--- src/rtl/h2b64_pkg.sv ---
// ----------------------------------------------------------------------------
// h2b64_pkg
// types, constants and lookup functions for the hex to base64 encoder
// ----------------------------------------------------------------------------
package h2b64_pkg;

   localparam int unsigned MAX_RESULTS = 4;
   localparam int unsigned QUEUE_DEPTH = 8;
   localparam int unsigned QPTR_W      = $clog2(QUEUE_DEPTH);
   localparam int unsigned QCNT_W      = $clog2(QUEUE_DEPTH + 1);
   localparam logic [7:0]  PAD_CHAR    = 8'h3D;
   localparam logic [3:0]  SEXTET_BITS = 4'd6;

   // accepted input transaction
   typedef struct packed {
      logic [7:0] hex_char;
      logic       end_of_message;
   } item_type;

   // characters produced by one input transaction
   typedef struct packed {
      logic [MAX_RESULTS-1:0][7:0] chars;
      logic [MAX_RESULTS-1:0]      lasts;
      logic [2:0]                  count;
   } bundle_type;

   // one queued output character
   typedef struct packed {
      logic [7:0] b64_char;
      logic       last_out;
   } entry_type;

   // {is_hex, nibble}
   function automatic logic [4:0] hex_nibble(input logic [7:0] c);
      logic [4:0] r;
      r = 5'd0;
      if (c >= 8'h30 && c <= 8'h39) begin
         r = {1'b1, 4'(c - 8'h30)};
      end else if (c >= 8'h61 && c <= 8'h66) begin
         r = {1'b1, 4'(c - 8'h57)};
      end else if (c >= 8'h41 && c <= 8'h46) begin
         r = {1'b1, 4'(c - 8'h37)};
      end
      return r;
   endfunction

   // standard base64 alphabet
   function automatic logic [7:0] b64_symbol(input logic [5:0] idx);
      logic [7:0] r;
      if (idx < 6'd26) begin
         r = 8'h41 + {2'b00, idx};
      end else if (idx < 6'd52) begin
         r = 8'h47 + {2'b00, idx};
      end else if (idx < 6'd62) begin
         r = {2'b00, idx} - 8'h04;
      end else if (idx == 6'd62) begin
         r = 8'h2B;
      end else begin
         r = 8'h2F;
      end
      return r;
   endfunction

endpackage

--- src/rtl/h2b64_stage.sv ---
// ----------------------------------------------------------------------------
// h2b64_stage
// input register for the hex character stream
// ----------------------------------------------------------------------------
module h2b64_stage
   import h2b64_pkg::*;
(
   input  logic       clock,
   input  logic       reset,
   input  logic       req_tvalid,
   output logic       req_tready,
   input  logic [7:0] req_tdata,   // [7:0] hex_char
   input  logic       req_tlast,   // end_of_message
   input  logic       take,
   output logic       item_valid,
   output item_type   item
);

   logic     valid_ff, valid_in;
   item_type item_ff,  item_in;

   assign req_tready = !valid_ff || take;

   always_comb begin
      valid_in = valid_ff && !take;
      item_in  = item_ff;
      if (req_tvalid && req_tready) begin
         valid_in = 1'b1;
         item_in  = '{hex_char: req_tdata, end_of_message: req_tlast};
      end
   end

   always_ff @(posedge clock) begin
      if (reset) begin
         valid_ff <= 1'b0;
      end else begin
         valid_ff <= valid_in;
      end
      item_ff <= item_in;
   end

   assign item_valid = valid_ff;
   assign item       = item_ff;

endmodule

--- src/rtl/h2b64_core.sv ---
// ----------------------------------------------------------------------------
// h2b64_core
// sextet packing, flush and padding for one staged character
// ----------------------------------------------------------------------------
module h2b64_core
   import h2b64_pkg::*;
(
   input  logic       clock,
   input  logic       reset,
   input  logic       item_valid,
   input  item_type   item,
   input  logic       room,
   output logic       take,
   output bundle_type bundle
);

   logic [4:0] bits_ff,  bits_in;
   logic [2:0] count_ff, count_in;
   logic [1:0] phase_ff, phase_in;

   logic [4:0] dec;
   logic [3:0] cnt_sum;
   logic [3:0] cnt_a;
   logic [8:0] acc;
   logic [8:0] acc_m;
   logic [4:0] bits_h;
   logic [2:0] cnt_h;
   logic [1:0] phase_c;
   logic [2:0] n;
   logic [2:0] pads;
   logic [2:0] cap;
   logic [2:0] shamt;
   logic [5:0] flush_idx;

   assign take = item_valid && room;

   always_comb begin
      dec       = hex_nibble(item.hex_char);
      cnt_sum   = {1'b0, count_ff} + 4'd4;
      acc       = {bits_ff, dec[3:0]};
      cnt_a     = 4'd0;
      acc_m     = acc;
      bits_h    = bits_ff;
      cnt_h     = count_ff;
      n         = 3'd0;
      pads      = 3'd0;
      cap       = 3'd0;
      shamt     = 3'd0;
      flush_idx = 6'd0;
      bundle    = '0;

      if (dec[4]) begin
         if (cnt_sum >= SEXTET_BITS) begin
            cnt_a           = cnt_sum - SEXTET_BITS;
            bundle.chars[0] = b64_symbol(6'(acc >> cnt_a));
            n               = 3'd1;
            acc_m           = acc & ~(9'h1FF << cnt_a);
            cnt_h           = cnt_a[2:0];
            bits_h          = acc_m[4:0];
         end else begin
            cnt_h  = cnt_sum[2:0];
            bits_h = acc[4:0];
         end
      end

      phase_c  = phase_ff + n[1:0];
      phase_in = phase_c;
      bits_in  = bits_h;
      count_in = cnt_h;

      if (item.end_of_message) begin
         // zero-fill leftover bits on the right
         if (cnt_h != 3'd0 && cnt_h < 3'd6) begin
            shamt                 = 3'd6 - cnt_h;
            flush_idx             = 6'({1'b0, bits_h} << shamt);
            bundle.chars[n[1:0]]  = b64_symbol(flush_idx);
            n                     = n + 3'd1;
            phase_c               = phase_c + 2'd1;
         end
         // pad to a multiple of four characters
         pads = {1'b0, 2'(2'd0 - phase_c)};
         cap  = 3'd4 - n;
         if (pads > cap) begin
            pads = cap;
         end
         for (int i = 0; i < MAX_RESULTS; i++) begin
            if (3'(i) >= n && 3'(i) < n + pads) begin
               bundle.chars[i] = PAD_CHAR;
            end
         end
         n = n + pads;
         if (n != 3'd0) begin
            bundle.lasts[2'(n - 3'd1)] = 1'b1;
         end
         bits_in  = 5'd0;
         count_in = 3'd0;
         phase_in = 2'd0;
      end
      bundle.count = n;
   end

   always_ff @(posedge clock) begin
      if (reset) begin
         bits_ff  <= 5'd0;
         count_ff <= 3'd0;
         phase_ff <= 2'd0;
      end else if (take) begin
         bits_ff  <= bits_in;
         count_ff <= count_in;
         phase_ff <= phase_in;
      end
   end

endmodule

--- src/rtl/h2b64_queue.sv ---
// ----------------------------------------------------------------------------
// h2b64_queue
// result character queue, takes up to four per cycle, sends one per cycle while rsp_tready is high
// ----------------------------------------------------------------------------
module h2b64_queue
   import h2b64_pkg::*;
(
   input  logic       clock,
   input  logic       reset,
   input  logic       push_en,
   input  bundle_type bundle,
   output logic       room,
   output logic       rsp_tvalid,
   input  logic       rsp_tready,
   output logic [7:0] rsp_tdata,   // [7:0] b64_char
   output logic       rsp_tlast    // last_out
);

   entry_type entries_ff [QUEUE_DEPTH];

   logic [QPTR_W-1:0] head_ff,  head_in;
   logic [QPTR_W-1:0] tail_ff,  tail_in;
   logic [QCNT_W-1:0] count_ff, count_in;
   logic [QCNT_W-1:0] after_pop;
   logic [QCNT_W-1:0] push_count;
   logic              pop;

   assign rsp_tvalid = count_ff != '0;
   assign pop        = rsp_tvalid && rsp_tready;
   assign after_pop  = count_ff - QCNT_W'(pop);
   assign room       = after_pop <= QCNT_W'(QUEUE_DEPTH - MAX_RESULTS);
   assign push_count = push_en ? QCNT_W'(bundle.count) : '0;

   always_comb begin
      count_in = after_pop + push_count;
      head_in  = head_ff + QPTR_W'(pop);
      tail_in  = tail_ff + QPTR_W'(push_count);
   end

   always_ff @(posedge clock) begin
      if (reset) begin
         head_ff  <= '0;
         tail_ff  <= '0;
         count_ff <= '0;
      end else begin
         head_ff  <= head_in;
         tail_ff  <= tail_in;
         count_ff <= count_in;
      end
   end

   always_ff @(posedge clock) begin
      for (int i = 0; i < MAX_RESULTS; i++) begin
         if (push_en && 3'(i) < bundle.count) begin
            entries_ff[tail_ff + QPTR_W'(i)] <= '{b64_char: bundle.chars[i],
                                                 last_out: bundle.lasts[i]};
         end
      end
   end

   assign rsp_tdata = entries_ff[head_ff].b64_char;
   assign rsp_tlast = entries_ff[head_ff].last_out;

endmodule

--- src/rtl/hex_to_base64_encoder.sv ---
// ----------------------------------------------------------------------------
// hex_to_base64_encoder
// streams ascii hex digits in, streams base64 characters out
//
// req channel: one ascii character per transaction in req_tdata, req_tlast
// marks the end of a message; characters that are not hex digits are skipped
// rsp channel: one base64 character or '=' per transaction, rsp_tlast on the
// final character of a message
// path: an accepted transaction waits in the input register and, once taken,
// writes its characters into the queue, from which rsp presents them
// throughput: one req transaction per cycle; rsp sends one character per cycle
// while rsp_tready is high, and an end-of-message transaction may give up to four
// characters, which an eight-entry character queue absorbs; req stalls only while
// that queue could not hold four more
// reset: clears the staged transaction, the bit accumulator, the character
// phase and the queue; rsp_tvalid is low after reset
// rsp stall: rsp_tdata and rsp_tlast hold, the queue fills, then req_tready
// drops; nothing is lost
// ----------------------------------------------------------------------------
module hex_to_base64_encoder
   import h2b64_pkg::*;
(
   input  logic       clock,
   input  logic       reset,
   // input character stream
   input  logic       req_tvalid,
   output logic       req_tready,
   input  logic [7:0] req_tdata,   // [7:0] hex_char
   input  logic       req_tlast,   // end_of_message
   // base64 character stream
   output logic       rsp_tvalid,
   input  logic       rsp_tready,
   output logic [7:0] rsp_tdata,   // [7:0] b64_char
   output logic       rsp_tlast    // last_out
);

   logic       item_valid;
   item_type   item;
   logic       take;
   logic       room;
   bundle_type bundle;

   // input register
   h2b64_stage u_stage (
      .clock      (clock),
      .reset      (reset),
      .req_tvalid (req_tvalid),
      .req_tready (req_tready),
      .req_tdata  (req_tdata),
      .req_tlast  (req_tlast),
      .take       (take),
      .item_valid (item_valid),
      .item       (item)
   );

   // packs nibbles into sextets, flushes and pads at end of message
   h2b64_core u_core (
      .clock      (clock),
      .reset      (reset),
      .item_valid (item_valid),
      .item       (item),
      .room       (room),
      .take       (take),
      .bundle     (bundle)
   );

   // result register bank, drains one character per cycle while rsp_tready is high
   h2b64_queue u_queue (
      .clock      (clock),
      .reset      (reset),
      .push_en    (take),
      .bundle     (bundle),
      .room       (room),
      .rsp_tvalid (rsp_tvalid),
      .rsp_tready (rsp_tready),
      .rsp_tdata  (rsp_tdata),
      .rsp_tlast  (rsp_tlast)
   );

endmodule

--- config.mk ---
export PLATFORM = sky130hd
export DESIGN_NAME = hex_to_base64_encoder
export DESIGN_NICKNAME = d
export VERILOG_FILES = /design/src/rtl/h2b64_pkg.sv /design/src/rtl/h2b64_stage.sv /design/src/rtl/h2b64_core.sv /design/src/rtl/h2b64_queue.sv /design/src/rtl/hex_to_base64_encoder.sv
export SDC_FILE = /design/constraint.sdc
export NUM_CORES = 1
export LEC_CHECK = 0
export ABC_AREA = 1
export BUFFER_PORTS_ARGS = -buffer_cell sky130_fd_sc_hd__buf_2
export CAP_MARGIN = 40
export CORE_AREA = 3 3 158 175
export DETAILED_ROUTE_END_ITERATION = 10
export DIE_AREA = 0 0 161 178
export GPL_ROUTABILITY_DRIVEN = 0
export HOLD_SLACK_MARGIN = 0.02
export PLACE_DENSITY = 0.49
export SLEW_MARGIN = 20
export SYNTH_ARGS = -nofsm -noshare
export SYNTH_HDL_FRONTEND = slang
export SYNTH_HIERARCHICAL = 1
export SYNTH_SLANG_ARGS = --single-unit
export TNS_END_PERCENT = 1
--- constraint.sdc ---
create_clock -name clock -period 7 [get_ports clock]
set_clock_uncertainty 0.05 [all_clocks]
set_input_delay 0.7 -clock clock [delete_from_list [all_inputs] [get_ports clock]]
set_output_delay 0.7 -clock clock [all_outputs]
set_load 0.01 [all_outputs]
==> Flow_metrics.wiki, run 1 <==
{| class="wikitable"
! Metric !! Value
|-
| First-pass GRT wire length || 49.3 mm
|-
| Initial cell density of the core || 36.6%
|-
| FFs w/ async S/R, synth || 0%
|-
| Critical Path End Type || register
|-
| Chip Width || 161 um
|-
| Number of global-route vias before repair || 8,670
|-
| Gate count after technology mapping || 1,502
|-
| Final Net Count || 1,535
|-
| Antenna diode count || 0
|-
| Result of the run || finished, final reports clean
|-
| Commonest non-fill, non-tap cells in the layout || 464 x nand2_1, 196 x nand3_1, 171 x o21ai_0
|-
| Synth-to-layout area growth || 6.81%
|-
| Post-synthesis mux area share || 0%
|-
| Startpoint of the worst setup timing path || u_core/count_ff[1]$_SDFFE_PP0P_
|-
| Slack of the worst reg-to-reg path || 1.01 ns
|-
| RSZ-0062 raised after global routing || no
|-
| Post-Layout Cell Count || 1,838
|-
| Most prevalent standard cell on the critical path || ha_1
|-
| Combinational group share of total power || 30.9%
|-
| Total die area || 28,700 um^2
|-
| Total of max-cap violations || 0
|-
| Most common cell after layout, fill and taps aside || nand2_1
|-
| HPWL Detailed || 23.6 mm
|-
| Combinational family with the most area after synthesis || simple AND/OR/NAND/NOR gates
|-
| Synth Area in XOR/XNOR || 1.10%
|-
| Hold_buf cts || 0
|-
| Critical R2R Launch || u_core/count_ff[1]$_SDFFE_PP0P_
|-
| Number of placed instances with taps included || 1,821
|-
| Path depth of the worst reg2reg path || 22
|-
| Achievable clock frequency || 0.167 GHz
|-
| Top cell type by total area after synthesis || edfxtp_1
|-
| Clock share of power || 29.4%
|-
| Remaining Overflow, GRT || 0
|-
| Final worst slack || 1.01 ns
|-
| Cells taking the most area after synthesis || edfxtp_1 25%, nand2_1 18%, nand3_1 10%
|-
| Number of antenna violations at the first check in global routing || 0
|-
| Via Count || 9,418
|-
| NetSw || 653 uW
|-
| Critical path launch point type || register
|-
| DRC violation count after routing || 0
|-
| Setup fix buffers added after clock tree synthesis || 0
|-
| Endpoint arrival time on the critical path || 5.97 ns
|-
| Top_reg_cell synth || edfxtp_1
|-
| Area of the core || 26,100 um^2
|-
| Count of nets left with antenna violations after detail routing || 0
|-
| Number of top-level pins || 24
|-
| Synthesized area divided by synthesized cell count || 6.36 um^2
|-
| Distinct cell type count of the synthesized netlist || 45
|-
| Count of warnings emitted by yosys || 6
|-
| Critical R2R Capture || u_queue/entries_ff[6][3]$_DFFE_PP_
|-
| Final Setup Violations || 0
|-
| Number of register bits inferred by synthesis || 101
|-
| Std-Cell Rows || 62
|-
| Longest Clk Path Bufs || 2
|-
| Worst IR drop on VDD || 0.0928 mV
|-
| Sequential share of the synthesized area || 29.7%
|-
| Crit-path max FO || 21
|-
| Total iterations of the first detailed-routing run || 6
|-
| Highest cell delay on the worst timing path || 0.66 ns
|-
| Clock latency of the later-clocked register in the worst-skew pair || 0.36 ns
|-
| Hold Path Class || in2reg
|-
| Final period util || 85.6%
|-
| Post-synth EDFFs || 81
|-
| Portion of synthesized cell area occupied by the leading cell type || 25.5%
|-
| Slew Limit Fails || 0
|-
| CTS clk-pin slew, worst paths || 0.08 ns
|-
| Number of gates given a new drive strength after cts || 0
|-
| Area share of and/or/nand/nor cells after synthesis || 38.9%
|-
| Buffer cell driving the clock tree root || clkbuf_16
|-
| Overall global routing resource usage || 22.2%
|-
| Required @ worst endpoint || 6.98 ns
|-
| Number of buffers added on ports || 23
|-
| Switching part of the total || 37.5%
|-
| Adder and majority gate portion of the synthesized area || 5.53%
|-
| Average vias per placed instance || 5.12
|-
| Hold path startpoint || req_tdata[3]
|-
| Hold Slack || 0.455 ns
|-
| WL per Instance || 17.3 um
|-
| Power density cells || 171 nW/um^2
|-
| Normalized max-slew margin || 41.6%
|-
| Critical-path cell with the highest stage delay || dfxtp_1
|-
| Share of layout cells above drive strength 1 || 9.08%
|-
| Capturing element of the worst setup path || u_queue/entries_ff[6][3]$_DFFE_PP_
|-
| Clk sink count || 101
|-
| TritonCTS clock tree || yes
|-
| Reg power frac || 39.7%
|-
| CTS H-tree lvls || 3
|-
| Number of DRC violations after detailed-routing iteration 0 || 820
|-
| Mapped cell area || 9550 um^2
|-
| Pin count of the biggest net entering global routing || 44
|-
| Chip height || 178 um
|-
| Synth Area in Compound Gates || 12.9%
|-
| Worst-Margin Slew || 0.870 ns
|-
| Worst-path cell chain || inv_2 -> ha_1 -> nand2_4 -> nand2_4 -> inv_4 -> ha_1 -> nor2_1 -> xor2_1 -> ha_1 -> a21boi_0 -> o21ai_0 -> o21ai_0 -> ha_1 -> a21oi_1 -> nor2_2 -> buf_4 -> nand2_2 -> nand2_1 -> nand2_1 -> nor2_1 -> a21oi_1 -> nand2_1
|-
| Type of the worst setup path || reg2reg
|-
| Leak || 0.00465 uW
|-
| Pre-CTS worst setup slack || 1.08 ns
|-
| Hold Violations, Final || 0
|-
| Aggregate negative setup slack || 0 ns
|-
| Total detailed-routing wirelength || 31.9 mm
|-
| Total CTS buffers || 9
|-
| Int Pwr || 1090 uW
|-
| Min cycle time layout || 5.99 ns
|}
-- worst max-delay path, delay by kind of cell, from the launching register on --
kind | cells | cell delay (ns)
flops | 1 | 0.66
buf+inv | 3 | 0.52
simple gates | 9 | 1.96
xor+xnor | 1 | 0.20
fa+ha+maj | 4 | 1.44
compound gates | 5 | 0.80
-- cell type report --
class | count | area, um^2
fill | 2870 | 15900
multi-input combinational | 1130 | 5600
sequential | 101 | 2830
inverter | 190 | 721
tap | 352 | 440
timing repair buffer | 49 | 314
clock buffer | 10 | 229
clock inverter | 6 | 62.6
-- sequential cells by signal, indices dropped and copies added (netlist names) --
signal	cells
u_core/count_ff	2
u_core/bits_ff	5
u_stage/item_valid	1
u_queue/tail_ff	3
u_queue/entries_ff	72
u_queue/count_ff	4
u_stage/item	9
u_core/phase_ff	2
u_queue/head_ff	3
-- kinds of logic (layout without fill, tap and decap cells) --
group	after synthesis	after routing
xor gates and xnor gates	12	12
other	1	6
AOI/OAI and AO/OA	234	234
DFF	101	101
adders and majority gates	41	41
and+or+nand+nor	837	837
buffers and inverters	276	255
-- synth_stat cells (3+ instances only) --
cell and n:
xor2_1 8, nand2_1 464, o211ai_1 8, nor2_4 6, nand3_2 5, nor2_1 104
a21oi_2 4, nand2_2 21, nand4_1 7, o21ai_1 10, buf_4 17, clkinv_1 10
dfxtp_1 20, nand3_1 196, a21oi_1 31, o21ai_0 172, nand2_4 5, nor3_1 10
inv_1 167, inv_2 10, buf_1 11, edfxtp_1 81, xnor2_1 4, nand3_4 3
buf_2 18, clkbuf_1 39, inv_4 3, ha_1 39, nor2_2 8
-- worst min path at each step --
stage / endpoint / slack [ns] / cells after the start
after floorplan: u_core/bits_ff[0]$_SDFFE_PP0P_ / 0.41 / 2
after global placement: u_core/bits_ff[1]$_SDFFE_PP0P_ / 0.45 / 2
after detailed placement: u_core/bits_ff[0]$_SDFFE_PP0P_ / 0.45 / 2
after CTS: u_stage/item[4]$_DFFE_PP_ / 0.44 / 1
after global routing: u_stage/item[7]$_DFFE_PP_ / 0.44 / 1
final: u_stage/item[4]$_DFFE_PP_ / 0.45 / 1
-- per-stage QoR --
stage	cell area, um^2	total power, uW	util (%)
after floorplan	9570	1050	-
after global placement	9860	1240	37.8
after detailed placement	9900	1240	38.0
after CTS	10200	1760	39.1
after global routing	10200	1850	39.1
final	10200	1740	39.1
-- layer usage --
metal	vias up	global-route usage, %	routed length, um
met1	4293	29.0	14100
met4	0	8.14	1020
met5	-	0	0
met3	48	2.76	1600
met2	285	38.0	15200
li1	4792	-	-
-- power by group through the flow --
stage               sequential, uW  combinational, uW  clock, uW
floorplan                      700                352          0
global placement               705                534          0
detailed placement             705                536          0
CTS                            691                538        529
global route                   693                601        555
finish                         691                538        512
(Power assumes the default switching activity.)
==> run 2, diff against run 1 <==
ABC_AREA = not set   (was 1)
CELL_PAD_IN_SITES_DETAIL_PLACEMENT = 0   (was not set)
CELL_PAD_IN_SITES_GLOBAL_PLACEMENT = 1   (was not set)
CORE_AREA = 3 3 151 168   (was 3 3 158 175)
DIE_AREA = 0 0 154 171   (was 0 0 161 178)
PLACE_DENSITY = 0.6   (was 0.49)
SLEW_MARGIN = 10   (was 20)
==> Flow_metrics.wiki, run 2 <==
{| class="wikitable"
! Metric !! Value
|-
| Clock share of power || 29.6% (+0.2 points)
|-
| Commonest non-fill, non-tap cells in the layout || 81 x edfxtp_1, 73 x o22ai_1, 71 x nand2_1, 71 x a21oi_1, 65 x mux2i_1
|-
| Number of flip-flops in the largest register || 72 (unchanged)
|-
| Synth Area in Compound Gates || 21.4% (+8.5 points)
|-
| Result of the run || finished, final reports clean
|-
| Synth-to-layout area growth || 6.52%
|-
| Total detailed-routing wirelength || 26.1 mm (-18%)
|-
| Critical R2R Capture || u_queue/entries_ff[4][4]$_DFFE_PP_
|-
| Count of nets left with antenna violations after detail routing || 0 (unchanged)
|-
| Via Count || 7,100 (-25%)
|-
| Number of register bits inferred by synthesis || 101 (unchanged)
|-
| Crit-path max FO || 11 (-48%)
|-
| Combinational group share of total power || 30.5% (-0.4 points)
|-
| Portion of synthesized cell area occupied by the leading cell type || 27.8% (+2.4 points)
|-
| Post-synthesis mux area share || 13.5% (+14 points)
|-
| Type of the worst setup path || reg2reg
|-
| Final period util || 92.3% (+6.7 points)
|-
| Hold Path Class || reg2reg
|-
| Total CTS buffers || 9 (unchanged)
|-
| Critical R2R Launch || u_stage/item[1]$_DFFE_PP_
|-
| DRC violation count after routing || 0 (unchanged)
|-
| Switching part of the total || 33.5% (-4.0 points)
|-
| Synthesized area divided by synthesized cell count || 9.53 um^2 (+50%)
|-
| Power density cells || 189 nW/um^2 (+11%)
|-
| HPWL Detailed || 19.3 mm (-18%)
|-
| Leak || 0.00367 uW (-21%)
|-
| Number of global-route vias before repair || 6,937 (-20%)
|-
| Std-Cell Rows || 59 (-4.8%)
|-
| Total die area || 26,300 um^2 (-8.1%)
|-
| Number of top-level pins || 24 (unchanged)
|-
| Hold Violations, Final || 0 (unchanged)
|-
| Overall global routing resource usage || 20.0% (-2.2 points)
|-
| Top cell type by total area after synthesis || edfxtp_1
|-
| Total iterations of the first detailed-routing run || 5 (-1)
|-
| Antenna diode count || 0 (unchanged)
|-
| Slew Limit Fails || 0 (unchanged)
|-
| Remaining Overflow, GRT || 0 (unchanged)
|-
| Highest cell delay on the worst timing path || 0.52 ns (-0.14 ns)
|-
| Slack of the worst reg-to-reg path || 0.54 ns (-0.47 ns)
|-
| Pin count of the biggest net entering global routing || 42 (-4.5%)
|-
| Count of warnings emitted by yosys || 6 (unchanged)
|-
| CTS H-tree lvls || 3 (unchanged)
|-
| Number of antenna violations at the first check in global routing || 0 (unchanged)
|-
| FFs w/ async S/R, synth || 0% (unchanged)
|-
| Area of the core || 23,700 um^2 (-9.1%)
|-
| Normalized max-slew margin || 44.7% (+3.0 points)
|-
| WL per Instance || 21.6 um (+25%)
|-
| First-pass GRT wire length || 41.8 mm (-15%)
|-
| Critical path launch point type || register
|-
| Final Setup Violations || 0 (unchanged)
|-
| Chip Width || 154 um (-4.3%)
|-
| Achievable clock frequency || 0.155 GHz (-7.3%)
|-
| Min cycle time layout || 6.46 ns (+0.468 ns)
|-
| Setup fix buffers added after clock tree synthesis || 0 (unchanged)
|-
| Gate count after technology mapping || 917 (-39%)
|-
| Hold Slack || 0.454 ns (-0.000195 ns)
|-
| Filler Cell Count || 2,367 (-18%)
|-
| NetSw || 590 uW (-9.6%)
|-
| Post-synth EDFFs || 81 (unchanged)
|-
| Most repeated cell in the gate-level netlist after synthesis || edfxtp_1
|-
| Share of layout cells above drive strength 1 || 18.6% (+9.5 points)
|-
| Average vias per placed instance || 5.89 (+15%)
|-
| Final Net Count || 949 (-38%)
|-
| Reg power frac || 39.9% (+0.2 points)
|-
| Worst-Margin Slew || 0.826 ns (-0.0435 ns)
|-
| Adder and majority gate portion of the synthesized area || 6.04% (+0.51 points)
|-
| Number of DRC violations after detailed-routing iteration 0 || 769 (-6.2%)
|-
| Most common cell after layout, fill and taps aside || edfxtp_1
|-
| Clock latency of the later-clocked register in the worst-skew pair || 0.36 ns (about the same)
|-
| RSZ-0062 raised after global routing || no
|-
| Total of max-cap violations || 0 (unchanged)
|-
| Distinct cell type count of the synthesized netlist || 94 (+110%)
|-
| Chip height || 171 um (-3.9%)
|-
| Number of buffers added on ports || 23 (unchanged)
|-
| Hold path startpoint || u_stage/item_valid$_SDFF_PP0_
|-
| TritonCTS clock tree || yes
|-
| Critical-path cell with the highest stage delay || edfxtp_1
|-
| Aggregate negative setup slack || 0 ns (unchanged)
|-
| Top_reg_cell synth || edfxtp_1
|-
| CTS clk-pin slew, worst paths || 0.07 ns (about the same)
|-
| Buffer cell driving the clock tree root || clkbuf_16
|-
| Area share of and/or/nand/nor cells after synthesis || 16.6% (-22 points)
|-
| Endpoint arrival time on the critical path || 6.51 ns (+0.54 ns)
|-
| Sequential share of the synthesized area || 32.4% (+2.8 points)
|-
| Largest register by flop count || u_queue/entries_ff
|-
| Synth Area in XOR/XNOR || 1.96% (+0.86 points)
|-
| Most common library cells after synthesis || 81 x edfxtp_1, 73 x o22ai_1, 72 x nand2_1, 71 x a21oi_1, 65 x mux2i_1
|-
| Initial cell density of the core || 36.9% (+0.23 points)
|-
| Most prevalent standard cell on the critical path || ha_1
|-
| Path depth of the worst reg2reg path || 25 (+14%)
|-
| Combinational family with the most area after synthesis || compound AO/OA/AOI/OAI gates
|-
| End point of the most critical hold path || u_stage/item_valid$_SDFF_PP0_
|-
| Worst IR drop on VDD || 0.168 mV (+81%)
|-
| Critical Path End Type || register
|-
| Cell depth of the worst min-delay path || 2 (+1)
|-
| Longest Clk Path Bufs || 2 (unchanged)
|-
| Cells taking the most area after synthesis || edfxtp_1 28%, mux2i_1 7.4%, ha_1 5.6%
|-
| Required @ worst endpoint || 7.05 ns (+0.07 ns)
|-
| Clk sink count || 101 (unchanged)
|-
| Mapped cell area || 8740 um^2 (-8.5%)
|-
| Int Pwr || 1170 uW (+7.8%)
|}
==> run 2: critical path, delay by kind of cell (launching register included) <==
family | cells | cell delay, ns
AO/OA/AOI/OAI | 8 | 1.45
AND/OR/NAND/NOR | 6 | 1.54
multiplexers | 2 | 0.64
flip-flops | 1 | 0.52
buffers and inverters | 4 | 0.54
adder cells (fa/ha/maj) | 5 | 1.45
==> run 2: metrics by stage <==
step / utilization [%] / setup slack (ns) / cell area (um^2) / power, uW / std cells
final: 39.3 / 0.542 / 9310 / 1760 / 1205
after global routing: 39.3 / 0.0231 / 9310 / 1870 / 1205
after CTS: 39.2 / 0.400 / 9300 / 1790 / 1205
after detailed placement: 38.0 / 0.420 / 8990 / 1260 / 1189
after global placement: 37.7 / 0.282 / 8940 / 1260 / 1181
after floorplan: - / 1.01 / 8750 / 1130 / 922
==> run 2: power by group through the flow <==
stage	sequential, uW	combinational [uW]	clock, uW
finish	703	538	521
global route	708	602	556
CTS	704	546	537
detailed placement	718	543	0
global placement	724	534	0
floorplan	708	420	0
==> run 2: metal layers <==
layer	share of wire [%]	up-vias	global-route usage (%)
met3	4.6	31	2.71
li1	-	3427	-
met1	48	3435	29.4
met4	1.7	0	4.76
met2	46	207	31.4
met5	0	-	0
==> run 2: cell type report <==
cell class	instances	area, um^2	share of cell area, %
clock buffer	9	225	2.42
inverter	38	143	1.53
sequential	101	2830	30.4
multi-input combinational	684	5250	56.4
timing repair buffer	61	395	4.25
tap	305	382	4.10
clock inverter	7	80.1	0.861
==> run 2: how the worst max path moves through the flow <==
| stage | start | end | cells after the start |
|---|---|---|---|
| CTS | u_stage/item[1]$_DFFE_PP_ | u_queue/entries_ff[4][4]$_DFFE_PP_ | 22 |
| global route | u_stage/item[1]$_DFFE_PP_ | u_queue/entries_ff[4][3]$_DFFE_PP_ | 25 |
| finish | u_stage/item[1]$_DFFE_PP_ | u_queue/entries_ff[4][4]$_DFFE_PP_ | 25 |
| global placement | u_stage/item[1]$_DFFE_PP_ | u_queue/entries_ff[0][5]$_DFFE_PP_ | 24 |
| detailed placement | u_stage/item[1]$_DFFE_PP_ | u_queue/entries_ff[4][8]$_DFFE_PP_ | 22 |
| floorplan | u_stage/item[1]$_DFFE_PP_ | u_queue/entries_ff[3][0]$_DFFE_PP_ | 27 |
==> run 2: cells by family (layout without fill, tap and decap cells) <==
kind of cell / count (synthesis) / after routing
compound gates: 272 / 272
xor+xnor: 17 / 17
fa+ha+maj: 41 / 41
buf+inv: 137 / 115
flops: 101 / 101
mux: 94 / 94
other cells: 1 / 6
simple gates: 254 / 254
==> run 2: repair_timing <==
action                     CTS  global route
hold buffers                 0             0
gates resized for setup      0             3
setup endpoints to repair    0            27
